==> config.mk <==
export PLATFORM = sky130hd
export DESIGN_NAME = one_time_token_table
export DESIGN_NICKNAME = d
export VERILOG_FILES = /design/src/rtl/ottt_pkg.sv /design/src/rtl/ottt_ram.sv /design/src/rtl/ottt_ctrl.sv /design/src/rtl/ottt_dp.sv /design/src/rtl/one_time_token_table.sv
export SDC_FILE = /design/constraint.sdc
export NUM_CORES = 2
export LEC_CHECK = 0
export ABC_AREA = 1
export BUFFER_PORTS_ARGS = -buffer_cell sky130_fd_sc_hd__clkbuf_2
export CAP_MARGIN = 40
export CORE_MARGIN = 1.5
export CORE_UTILIZATION = 44
export DETAILED_ROUTE_END_ITERATION = 6
export PLACE_DENSITY = 0.71
export SETUP_SLACK_MARGIN = 0.05
export SLEW_MARGIN = 40
export SYNTH_ARGS = -nofsm -noshare
export SYNTH_HDL_FRONTEND = slang
export SYNTH_SLANG_ARGS = --single-unit
==> constraint.sdc <==
create_clock -name clk_i -period 6.1 [get_ports clk_i]
set_input_delay 1.525 -clock clk_i [delete_from_list [all_inputs] [get_ports clk_i]]
set_output_delay 1.525 -clock clk_i [all_outputs]
set_load 0.02 [all_outputs]
==> src/rtl/ottt_pkg.sv <==
// Shared types and constants of the one-time token table.
`default_nettype none

package ottt_pkg;

  localparam int TABLE_ENTRIES = 16;
  localparam int IDX_W = (TABLE_ENTRIES > 1) ? $clog2(TABLE_ENTRIES) : 1;
  localparam int CNT_W = $clog2(TABLE_ENTRIES + 1);

  localparam int STAMP_W = 32;
  localparam int HANDLE_W = 32;
  localparam int TOKEN_W = 64;
  localparam int STATUS_W = 2;
  localparam int ENTRY_W = TOKEN_W + HANDLE_W;

  typedef enum logic [STATUS_W-1:0] {
    STATUS_REGISTERED = 2'd0,
    STATUS_MATCHED    = 2'd1,
    STATUS_NOT_FOUND  = 2'd2,
    STATUS_FULL       = 2'd3
  } status_e;

  typedef enum logic [1:0] {
    ST_IDLE,
    ST_REG,
    ST_SCAN,
    ST_RESP
  } state_e;

  typedef struct packed {
    logic accept;
    logic reg_exec;
    logic scan_step;
    logic load_out;
  } cmd_t;

  typedef struct packed {
    logic scan_done;
    logic out_free;
  } sts_t;

endpackage

`default_nettype wire

==> src/rtl/ottt_ram.sv <==
// Generic single-write, single-read RAM with registered read data.
`default_nettype none

module ottt_ram #(
  parameter int WIDTH = 8,
  parameter int DEPTH = 16,
  localparam int AW = (DEPTH > 1) ? $clog2(DEPTH) : 1
) (
  input  wire logic             clk_i,
  input  wire logic             we_i,
  input  wire logic [AW-1:0]    waddr_i,
  input  wire logic [WIDTH-1:0] wdata_i,
  input  wire logic [AW-1:0]    raddr_i,
  output logic      [WIDTH-1:0] rdata_o
);

  logic [WIDTH-1:0] mem_q [DEPTH];

  always_ff @(posedge clk_i) begin
    if (we_i) begin
      mem_q[waddr_i] <= wdata_i;
    end
    rdata_o <= mem_q[raddr_i];
  end

endmodule

`default_nettype wire

==> src/rtl/ottt_ctrl.sv <==
// Control state machine that sequences register, scan and result beats.
`default_nettype none

module ottt_ctrl (
  input  wire logic          clk_i,
  input  wire logic          rst_ni,
  input  wire logic          in_valid_i,
  input  wire logic          action_i,
  output logic               in_ready_o,
  input  wire ottt_pkg::sts_t sts_i,
  output ottt_pkg::cmd_t     cmd_o
);

  import ottt_pkg::*;

  state_e state_q, state_d;

  always_ff @(posedge clk_i or negedge rst_ni) begin
    if (!rst_ni) begin
      state_q <= ST_IDLE;
    end else begin
      state_q <= state_d;
    end
  end

  always_comb begin
    state_d = state_q;
    cmd_o = '0;
    in_ready_o = 1'b0;
    unique case (state_q)
      ST_IDLE: begin
        in_ready_o = 1'b1;
        if (in_valid_i) begin
          cmd_o.accept = 1'b1;
          state_d = action_i ? ST_SCAN : ST_REG;
        end
      end
      ST_REG: begin
        cmd_o.reg_exec = 1'b1;
        state_d = ST_RESP;
      end
      ST_SCAN: begin
        cmd_o.scan_step = 1'b1;
        if (sts_i.scan_done) begin
          state_d = ST_RESP;
        end
      end
      ST_RESP: begin
        if (sts_i.out_free) begin
          cmd_o.load_out = 1'b1;
          state_d = ST_IDLE;
        end
      end
      default: begin
        state_d = ST_IDLE;
      end
    endcase
  end

endmodule

`default_nettype wire

==> src/rtl/ottt_dp.sv <==
// Datapath: entry storage, valid bits, issue counter, scan pipeline and result register.
`default_nettype none

module ottt_dp (
  input  wire logic                          clk_i,
  input  wire logic                          rst_ni,
  input  wire ottt_pkg::cmd_t                cmd_i,
  output ottt_pkg::sts_t                     sts_o,
  input  wire logic [ottt_pkg::STAMP_W-1:0]  timestamp_i,
  input  wire logic [ottt_pkg::HANDLE_W-1:0] context_handle_i,
  input  wire logic [ottt_pkg::TOKEN_W-1:0]  lookup_token_i,
  output logic                               out_valid_o,
  input  wire logic                          out_ready_i,
  output logic [ottt_pkg::STATUS_W-1:0]      status_o,
  output logic [ottt_pkg::TOKEN_W-1:0]       issued_token_o,
  output logic [ottt_pkg::HANDLE_W-1:0]      found_handle_o
);

  import ottt_pkg::*;

  logic [STAMP_W-1:0]       stamp_q;
  logic [HANDLE_W-1:0]      handle_q;
  logic [TOKEN_W-1:0]       lookup_q;
  logic [TABLE_ENTRIES-1:0] valid_q;
  logic [31:0]              counter_q;
  logic [CNT_W-1:0]         scan_idx_q;
  logic                     cmp_vld_q;
  logic [IDX_W-1:0]         cmp_idx_q;

  status_e                  res_status_q;
  logic [TOKEN_W-1:0]       res_token_q;
  logic [HANDLE_W-1:0]      res_handle_q;

  logic                     out_valid_q;
  status_e                  out_status_q;
  logic [TOKEN_W-1:0]       out_token_q;
  logic [HANDLE_W-1:0]      out_handle_q;

  logic                     any_free;
  logic [IDX_W-1:0]         free_idx;
  logic [TOKEN_W-1:0]       new_token;
  logic [ENTRY_W-1:0]       rd_data;
  logic                     scan_issue;
  logic                     hit;
  logic                     last;
  logic                     ram_we;

  always_comb begin
    any_free = 1'b0;
    free_idx = '0;
    for (int i = TABLE_ENTRIES - 1; i >= 0; i--) begin
      if (!valid_q[i]) begin
        any_free = 1'b1;
        free_idx = IDX_W'(i);
      end
    end
  end

  assign new_token = {stamp_q, counter_q};
  assign ram_we = cmd_i.reg_exec && any_free;
  assign scan_issue = scan_idx_q != CNT_W'(TABLE_ENTRIES);

  ottt_ram #(
    .WIDTH(ENTRY_W),
    .DEPTH(TABLE_ENTRIES)
  ) u_entry_ram (
    .clk_i  (clk_i),
    .we_i   (ram_we),
    .waddr_i(free_idx),
    .wdata_i({new_token, handle_q}),
    .raddr_i(scan_idx_q[IDX_W-1:0]),
    .rdata_o(rd_data)
  );

  assign hit = cmp_vld_q && valid_q[cmp_idx_q] &&
               (rd_data[ENTRY_W-1:HANDLE_W] == lookup_q);
  assign last = cmp_vld_q && (cmp_idx_q == IDX_W'(TABLE_ENTRIES - 1));

  assign sts_o.scan_done = hit || last;
  assign sts_o.out_free = !out_valid_q || out_ready_i;

  always_ff @(posedge clk_i) begin
    if (cmd_i.accept) begin
      stamp_q <= timestamp_i;
      handle_q <= context_handle_i;
      lookup_q <= lookup_token_i;
    end
    if (cmd_i.scan_step) begin
      cmp_idx_q <= scan_idx_q[IDX_W-1:0];
    end
    if (cmd_i.reg_exec) begin
      res_handle_q <= '0;
      if (any_free) begin
        res_status_q <= STATUS_REGISTERED;
        res_token_q <= new_token;
      end else begin
        res_status_q <= STATUS_FULL;
        res_token_q <= '0;
      end
    end else if (cmd_i.scan_step && (hit || last)) begin
      res_token_q <= '0;
      if (hit) begin
        res_status_q <= STATUS_MATCHED;
        res_handle_q <= rd_data[HANDLE_W-1:0];
      end else begin
        res_status_q <= STATUS_NOT_FOUND;
        res_handle_q <= '0;
      end
    end
    if (cmd_i.load_out) begin
      out_status_q <= res_status_q;
      out_token_q <= res_token_q;
      out_handle_q <= res_handle_q;
    end
  end

  always_ff @(posedge clk_i or negedge rst_ni) begin
    if (!rst_ni) begin
      valid_q <= '0;
      counter_q <= '0;
      scan_idx_q <= '0;
      cmp_vld_q <= 1'b0;
      out_valid_q <= 1'b0;
    end else begin
      if (ram_we) begin
        valid_q[free_idx] <= 1'b1;
        counter_q <= counter_q + 32'd1;
      end else if (cmd_i.scan_step && hit) begin
        valid_q[cmp_idx_q] <= 1'b0;
      end
      if (cmd_i.accept) begin
        scan_idx_q <= '0;
        cmp_vld_q <= 1'b0;
      end else if (cmd_i.scan_step) begin
        cmp_vld_q <= scan_issue;
        if (scan_issue) begin
          scan_idx_q <= scan_idx_q + CNT_W'(1);
        end
      end
      if (cmd_i.load_out) begin
        out_valid_q <= 1'b1;
      end else if (out_ready_i) begin
        out_valid_q <= 1'b0;
      end
    end
  end

  assign out_valid_o = out_valid_q;
  assign status_o = out_status_q;
  assign issued_token_o = out_token_q;
  assign found_handle_o = out_handle_q;

  a_reg_counts: assert property (@(posedge clk_i) disable iff (!rst_ni)
    ram_we |=> (counter_q == $past(counter_q) + 32'd1) &&
               ($countones(valid_q) == $countones($past(valid_q)) + 1))
    else $error("register did not advance counter and occupancy");

  a_hit_frees: assert property (@(posedge clk_i) disable iff (!rst_ni)
    (cmd_i.scan_step && hit) |=>
      ($countones(valid_q) + 1 == $countones($past(valid_q))))
    else $error("matched entry was not freed");

endmodule

`default_nettype wire

==> src/rtl/one_time_token_table.sv <==
// Top level of the one-time session token table.
//
// Input channel (in_valid_i/in_ready_o) takes one beat per item: action_i 0
// registers a session from timestamp_i and context_handle_i, action_i 1
// matches and removes lookup_token_i. Each item yields exactly one beat on
// the output channel (out_valid_o/out_ready_i) with status, token and handle.
// Items are handled one at a time; in_ready_o is high only while idle.
// A register beat passes through ST_REG and ST_RESP before out_valid_o rises.
// A match scans the stored entries one per cycle through the entry RAM read
// port and stops at the first hit; a miss takes the full scan. The next beat
// is accepted once the result is loaded and the control is back in ST_IDLE.
// A result waits in the output register while the receiver stalls; the next
// item may be accepted then, and its result is held back until the waiting
// beat is taken.
// Reset clears all valid bits, the issue counter and both channels; entry
// contents are not cleared, as an entry is read only while it is valid.
`default_nettype none

module one_time_token_table (
  input  wire logic                          clk_i,
  input  wire logic                          rst_ni,
  input  wire logic                          in_valid_i,
  output logic                               in_ready_o,
  input  wire logic                          action_i,
  input  wire logic [ottt_pkg::STAMP_W-1:0]  timestamp_i,
  input  wire logic [ottt_pkg::HANDLE_W-1:0] context_handle_i,
  input  wire logic [ottt_pkg::TOKEN_W-1:0]  lookup_token_i,
  output logic                               out_valid_o,
  input  wire logic                          out_ready_i,
  output logic [ottt_pkg::STATUS_W-1:0]      status_o,
  output logic [ottt_pkg::TOKEN_W-1:0]       issued_token_o,
  output logic [ottt_pkg::HANDLE_W-1:0]      found_handle_o
);

  import ottt_pkg::*;

  cmd_t cmd;
  sts_t sts;

  ottt_ctrl u_ctrl (
    .clk_i     (clk_i),
    .rst_ni    (rst_ni),
    .in_valid_i(in_valid_i),
    .action_i  (action_i),
    .in_ready_o(in_ready_o),
    .sts_i     (sts),
    .cmd_o     (cmd)
  );

  ottt_dp u_dp (
    .clk_i           (clk_i),
    .rst_ni          (rst_ni),
    .cmd_i           (cmd),
    .sts_o           (sts),
    .timestamp_i     (timestamp_i),
    .context_handle_i(context_handle_i),
    .lookup_token_i  (lookup_token_i),
    .out_valid_o     (out_valid_o),
    .out_ready_i     (out_ready_i),
    .status_o        (status_o),
    .issued_token_o  (issued_token_o),
    .found_handle_o  (found_handle_o)
  );

  a_token_only_on_register: assert property (@(posedge clk_i) disable iff (!rst_ni)
    (out_valid_o && (status_o != STATUS_REGISTERED)) |-> (issued_token_o == '0))
    else $error("token reported without a registration");

  a_handle_only_on_match: assert property (@(posedge clk_i) disable iff (!rst_ni)
    (out_valid_o && (status_o != STATUS_MATCHED)) |-> (found_handle_o == '0))
    else $error("handle reported without a match");

endmodule

`default_nettype wire
After elaboration in Yosys (flattened, before gate mapping)

Memories as Yosys holds them, arrays and structs flattened. A register that Yosys moved wholly into a read port is not among the register bits.
Cells that the tools add are included.

Register bits after elaboration: 385
Bits in latches: 0
RAM bits: 1536
Bits in read-only memories: 0
Bits of input ports: 133
Memories kept: 1

Memory list:

| memory                 | words | width | rd ports | clocked after Yosys merged registers in | wr ports | line           | RTL |
|---|---|---|---|---|---|---|---|
| u_dp.u_entry_ram.mem_q | 16    | 96    | 1        | 1                                       | 1        | ottt_ram.sv:17 | `logic [WIDTH-1:0] mem_q [DEPTH];` |

Add/sub/neg operators: 2
Multipliers: 0
Div/mod/pow operators: 0
Magnitude comparators: 4
Equal/unequal tests: 9
Shifts and indexed selects: 0
Multiplexer cells: 69
Bitwise gates (word level): 3
Reductions and logical operators: 19

Operators with widths:

| cell                                                               | number |
|---|---|
| 2-to-1 mux 64 bit                                                  | 3 |
| equality test 64 bit                                               | 1 |
| 2-to-1 mux 4 bit                                                   | 16 |
| adder 32 x 1 -> 32 bit (second input constant)                     | 1 |
| 2-to-1 mux 1 bit                                                   | 32 |
| 2-to-1 mux 16 bit                                                  | 2 |
| 2-to-1 mux 32 bit                                                  | 1 |
| AND 16 bit                                                         | 1 |
| 2-to-1 mux 2 bit                                                   | 8 |
| NOT 16 bit                                                         | 1 |
| OR 16 bit                                                          | 1 |
| 2-to-1 mux 5 bit                                                   | 3 |
| less-than comparator 4 x 5 -> 1 bit (second input constant)        | 2 |
| nonzero test 2 bit                                                 | 5 |
| demux 1 bit (select 4 bit)                                         | 2 |
| greater-or-equal comparator 4 x 1 -> 1 bit (second input constant) | 2 |
| logical AND 1 bit                                                  | 8 |
| one-hot mux 2 bit (4 select lines)                                 | 1 |
| inequality test 2 bit (second input constant)                      | 3 |
| adder 5 x 1 -> 5 bit (second input constant)                       | 1 |
| inequality test 5 bit (second input constant)                      | 1 |
| binary-select mux 1 bit (select 4 bit)                             | 1 |
| equality test 2 bit (second input constant)                        | 2 |
| equality test 4 bit (second input constant)                        | 1 |
| 6 further kinds                                                    | 7 |

Longest topological paths before layout

Depth after elaboration: 22
Mapped depth: 18

By module

From an unflattened synthesis, not the netlist that was laid out.

Cells, all modules: 7719
Area, all modules: 83191.0 µm²

By module, submodules not included:

| module    | instances | cells an instance | area each (µm²) | seq. area each (µm²) |
|---|---|---|---|---|
| ottt_ram  | 1         | 6302              | 67643.6         | 48046.1 |
| ottt_dp   | 1         | 1384              | 15333.5         | 10905.5 |
| ottt_ctrl | 1         | 33                | 214.0           | 50.0 |

Least setup slack after synthesis

No wires, ideal clock.

Path type: input to register
From: in out_ready_i
To: reg u_dp.out_handle_q[0], in the netlist u_dp.found_handle_o[0] (enable)
Arrival: 6.271 ns
Data required time: 5.513 ns
Path slack: -0.758 ns
Stages: 2
Path buffers: 0
Cells stage by stage: inv_1 a21oi_1

RTL lines:

| element                | line                       | RTL |
|---|---|---|
| start: declaration     | one_time_token_table.sv:29 | `input wire logic out_ready_i,` |
| end signal: assignment | ottt_dp.sv:113             | `out_handle_q <= res_handle_q;` |
| end: declaration       | ottt_dp.sv:37              | `logic [HANDLE_W-1:0] out_handle_q;` |

Final worst setup path

From: reg u_dp.valid_q[15]
To: mem u_dp.u_entry_ram.mem_q[4][86] (netlist bit) (enable)

Cells in the longest elaborated chain, start to end: 19

Ends and longest elaborated chain:

| element                                | line           | RTL |
|---|---|---|
| start: declaration                     | ottt_dp.sv:24  | `logic [TABLE_ENTRIES-1:0] valid_q;` |
| start signal: assignment               | ottt_dp.sv:119 | `valid_q <= '0;` |
| start signal: indexed assignment       | ottt_dp.sv:126 | `valid_q[free_idx] <= 1'b1;` |
| start signal: indexed assignment       | ottt_dp.sv:129 | `valid_q[cmp_idx_q] <= 1'b0;` |
| 2-to-1 mux 1 bit (16 in a row)         | ottt_dp.sv:52  | `if (!valid_q[i]) begin` |
| logical AND 1 bit                      | ottt_dp.sv:60  | `assign ram_we = cmd_i.reg_exec && any_free;` |
| 2-to-1 mux 1 bit                       | ottt_ram.sv:20 | `if (we_i) begin` |
| 2-to-1 mux 1 bit (not written as such) | ottt_ram.sv:21 | `mem_q[waddr_i] <= wdata_i;` |
| end: declaration                       | ottt_ram.sv:17 |  |

Several ways; a longest one is shown, not always the timed one.

==> results.md <==
Synthesis:
- sky130_fd_sc_hd__edfxtp_1 takes more of the synthesized area than any other cell.
- By area the synthesized netlist is led by sky130_fd_sc_hd__edfxtp_1 72%, sky130_fd_sc_hd__o21ai_0 5.2%, sky130_fd_sc_hd__nor2_1 4.7%.
- The yosys synthesis warning count is 0.
- The mapped netlist covers 75900 µm².
- The share of the yosys chip area belonging to registers is 0.777.
- The area share of the leading cell type in the synthesized netlist is 0.725.
- The number of cells produced by synthesis is 5693.
- Of all flip-flops after synthesis, the portion carrying an async set or reset was 0.0283.
- The synthesized design contains 1832 enable-type register cells.
- The post-synthesis net count is 5833.
- The commonest cells after synthesis are 1832 x sky130_fd_sc_hd__edfxtp_1, 955 x sky130_fd_sc_hd__nor2_1, 790 x sky130_fd_sc_hd__o21ai_0.
- After synthesis, the netlist uses 40 different library cells.
- The top flip-flop cell by instance count after synthesis is sky130_fd_sc_hd__edfxtp_1.
- The mean area per synthesized cell is 13.3 µm².
- The dominant cell by count in the synthesized netlist is sky130_fd_sc_hd__edfxtp_1.
- In this run, synthesis produced a sequential element count of 2017.

Clock network:
- The hold buffer count at cts is 0.
- The cell at the root of the clock tree is sky130_fd_sc_hd__clkbuf_16.
- The maximum buffer depth of the clock tree is 3.
- Counting every sink on the clock net gives 2017.
- In this run, CTS created clock tree buffers numbering 194.
- The clock latency reported for the late side of the worst-skew pair is 0.83 ns.
- The clock-pin slew on the worst setup and hold paths is 0.06 ns.
- After clock tree synthesis, the setup repair step added 0 buffers.
- In this run, post-CTS repair resized a total of 0 instances.
- The TritonCTS clock tree is yes.
- The number of levels the H-tree was split into is 4.

Route:
- The first-iteration detailed-routing DRC count is 5515.
- The routed design has 196 mm of wire.
- In the routed design, unresolved DRC markers number 0.
- For this run, the detailed router's first-pass iteration total came to 5.
- In the routed layout, each cell is associated on average with a via count of 5.63.
- The total number of vias is 47100.
- The number of nets with antenna violations after detailed routing is 0.
- In the final routed layout, each cell accounts on average for 23.4 µm.

STA:
- Across the routed clock network, the largest skew measured is 0.0264 ns.
- The final hold violation count is 0.
- Setup violations remaining at the end of the flow were counted as 0.
- The worst pin sits at a relative slew slack of 0.415.
- The shortest period the worst path allows is 3.56 ns.
- After routing, the total negative slack on setup checks comes to 0 ns.
- At the pin with the least slew margin, the transition time is 0.877 ns.
- Setup repair after global routing left no endpoint under its margin.
- Based on the critical path, the design can be clocked at up to 281 MHz.
- The max-slew violation total from the final report is 0.
- Dividing the final minimum period by the clock period gives 0.583.

Floorplan:
- The top-level I/O count is 233.
- From bottom edge to top edge, the die measures 418 µm.
- The initial standard-cell utilization of the core is 0.442.
- The x dimension of the die is 418 µm.
- The floorplan step defined a die boundary enclosing 175000 µm².
- The row count is 152.
- The region available for standard cell placement spans 172000 µm².

Critical path:
- The critical path is of the reg -> reg type.
- STA classifies the critical path endpoint as a flip-flop.
- The largest fanout on the critical path is 51.
- The sort of element at the start of the critical path is a flip-flop.
- The data arrival time of the worst path is 4.00 ns.
- The worst path required time is 6.55 ns.
- The worst register-to-register path ends at u_dp.u_entry_ram.mem_q[4][86].
- The worst register-to-register path has a depth of 19.
- The setup check on the worst reg-to-reg path leaves a slack of 2.54 ns.
- In this run the critical register-to-register path is launched from u_dp.valid_q[15].

GRT:
- The first-pass GRT wire length is 287 mm.
- The initial antenna violation count came to 7.
- The total overflow left after global routing is 0.
- The via count of the first global-routing pass is 45100.
- The total global-route track usage is 0.220.
- Entering global routing, the biggest net connects 217 pins.

Power and ir drop:
- Dividing total power by cell area gives a power density of 464 nW/µm².
- The leakage power summed over all cells is 29.2 nW.
- The maximum resistive drop on vdd is 0.408 mV.

Flow run:
- Across the run, the number of max-cap violations was 0.

Hold path:
- The startpoint identified for the worst hold timing path is u_dp.res_token_q[6].
- The kind of path behind the tightest hold check is reg -> reg.
- For hold timing, the worst endpoint is u_dp.issued_token_o[6].
- The number of cells traversed by the worst hold path is 0.

Layout:
- For this run, the share of the core covered by cells in the final layout is 0.503.
- Of the cells placed in the final design, the portion with a size suffix greater than 1 is 0.111.
- The net count reported at finish is 6019.
- The area growth from synthesis to layout is 13.6%.

Status:
- The run finished with clean final reports.

Place:
- Detailed placement ended at an HPWL of 106 mm.
- The count of buffers added on input and output ports is 232.
- At the end of routability-driven placement, the weighted congestion stood at 0.909.
## worst max-delay path: stages (launching register included)
cell and delay [ns]:
sky130_fd_sc_hd__dfrtp_1 0.41, sky130_fd_sc_hd__inv_1 0.06, sky130_fd_sc_hd__nand2_1 0.05, sky130_fd_sc_hd__nand2_1 0.05, sky130_fd_sc_hd__nand2_1 0.06, sky130_fd_sc_hd__nand2_1 0.05, sky130_fd_sc_hd__nand2_1 0.06, sky130_fd_sc_hd__nand2_1 0.06
sky130_fd_sc_hd__nand2_1 0.06, sky130_fd_sc_hd__nand2_1 0.05, sky130_fd_sc_hd__nand2_1 0.06, sky130_fd_sc_hd__nand2_1 0.05, sky130_fd_sc_hd__nand2_1 0.06, sky130_fd_sc_hd__nand2_1 0.13, sky130_fd_sc_hd__nand2_1 0.18, sky130_fd_sc_hd__nand2_1 0.17
sky130_fd_sc_hd__nand2_1 0.17, sky130_fd_sc_hd__nand3_1 0.18, sky130_fd_sc_hd__clkinv_4 0.54, sky130_fd_sc_hd__buf_6 0.66
## state kept, by name (all words and copies together), names as in the netlist, 4 cells and up
register,cells
u_dp.res_token_q,64
u_dp.handle_q,32
u_dp.stamp_q,32
u_dp.found_handle_o,32
u_dp.counter_q,32
u_dp.cmp_idx_q,4
u_dp.valid_q,16
u_dp.res_handle_q,32
u_dp.u_entry_ram.mem_q,1536
u_dp.issued_token_o,64
u_dp.scan_idx_q,5
u_dp.u_entry_ram.rdata_o,96
u_dp.lookup_q,64
## cells in the final DEF (no fill, tap or decap), types with 11 or more instances in the layout
master	Yosys	final
sky130_fd_sc_hd__xnor2_1	11	11
sky130_fd_sc_hd__o22ai_1	386	386
sky130_fd_sc_hd__inv_1	200	190
sky130_fd_sc_hd__clkbuf_16	0	201
sky130_fd_sc_hd__nand2_2	14	14
sky130_fd_sc_hd__dfxtp_1	128	128
sky130_fd_sc_hd__nand4_1	144	144
sky130_fd_sc_hd__dfrtp_1	57	54
sky130_fd_sc_hd__buf_12	0	18
sky130_fd_sc_hd__buf_4	0	48
sky130_fd_sc_hd__o21ai_0	790	790
sky130_fd_sc_hd__nor3_1	37	37
sky130_fd_sc_hd__clkbuf_2	0	231
sky130_fd_sc_hd__bufinv_16	0	13
sky130_fd_sc_hd__nor2_1	955	944
sky130_fd_sc_hd__edfxtp_1	1832	1832
sky130_fd_sc_hd__clkinv_2	0	36
sky130_fd_sc_hd__clkbuf_1	251	50
sky130_fd_sc_hd__nand3_1	60	60
sky130_fd_sc_hd__clkinv_1	4	25
sky130_fd_sc_hd__nor2_4	3	14
sky130_fd_sc_hd__xor2_1	39	39
sky130_fd_sc_hd__clkbuf_8	0	25
sky130_fd_sc_hd__nand2_1	649	648
## how the worst max path moves through the flow
stage | start | to
4_1_cts | u_dp.valid_q[15] | u_dp.u_entry_ram.mem_q[4][4]
3_3_place_gp | u_dp.valid_q[15] | u_dp.u_entry_ram.mem_q[4][88]
3_5_place_dp | u_dp.valid_q[15] | u_dp.u_entry_ram.mem_q[4][88]
2_1_floorplan | u_dp.valid_q[15] | u_dp.u_entry_ram.mem_q[0][0]
5_1_grt | u_dp.valid_q[15] | u_dp.u_entry_ram.mem_q[4][86]
6_report | u_dp.valid_q[15] | u_dp.u_entry_ram.mem_q[4][86]
## per-layer routing
layer / part of all wire / GRT usage / up-vias / wire length (µm)
met5: 0.00022 / 0 / - / 44
met4: 0.038 / 0.0905 / 6 / 7490
met3: 0.076 / 0.0338 / 393 / 15000
met2: 0.49 / 0.364 / 2222 / 96100
met1: 0.40 / 0.291 / 23400 / 77400
li1: - / - / 21100 / -
## logic make-up after synthesis
group,count (synthesis),synth area share
compound gates,1196,0.0856
fa+ha+maj,7,0.00115
simple gates,1898,0.103
xor+xnor,50,0.00577
buf+inv,525,0.0273
flops,2017,0.777
## cell type report
type	instances	area, µm²
sequential	2017	59000
multi-input combinational	3151	14900
antenna	1	2.50
fill	14200	85300
timing repair buffer	309	2120
inverter	206	850
clock inverter	93	902
clock buffer	275	5540
tap	2310	2890
## stage by stage
step,area (µm²),power (mW),hold slack (ns),instances,setup slack [ns]
floorplan,75900,24.5,0.400,5693,0.0625
global placement,79500,27.8,0.401,7984,2.46
detailed placement,79700,28.1,0.405,7988,2.61
CTS,86100,40.1,0.417,8356,2.57
global route,86200,41.7,0.418,8361,2.21
finish,86200,40.0,0.415,8362,2.54
## power breakdown
group          total (mW)  switching (mW)  leakage [nW]  internal (mW)
combinational        9.70            7.04          7.71           2.66
sequential           18.3            1.01          18.4           17.2
clock                12.0            5.15          3.16           6.90
total                40.0            13.2          29.2           26.8
Note: power is estimated with default switching activity, not from simulation.
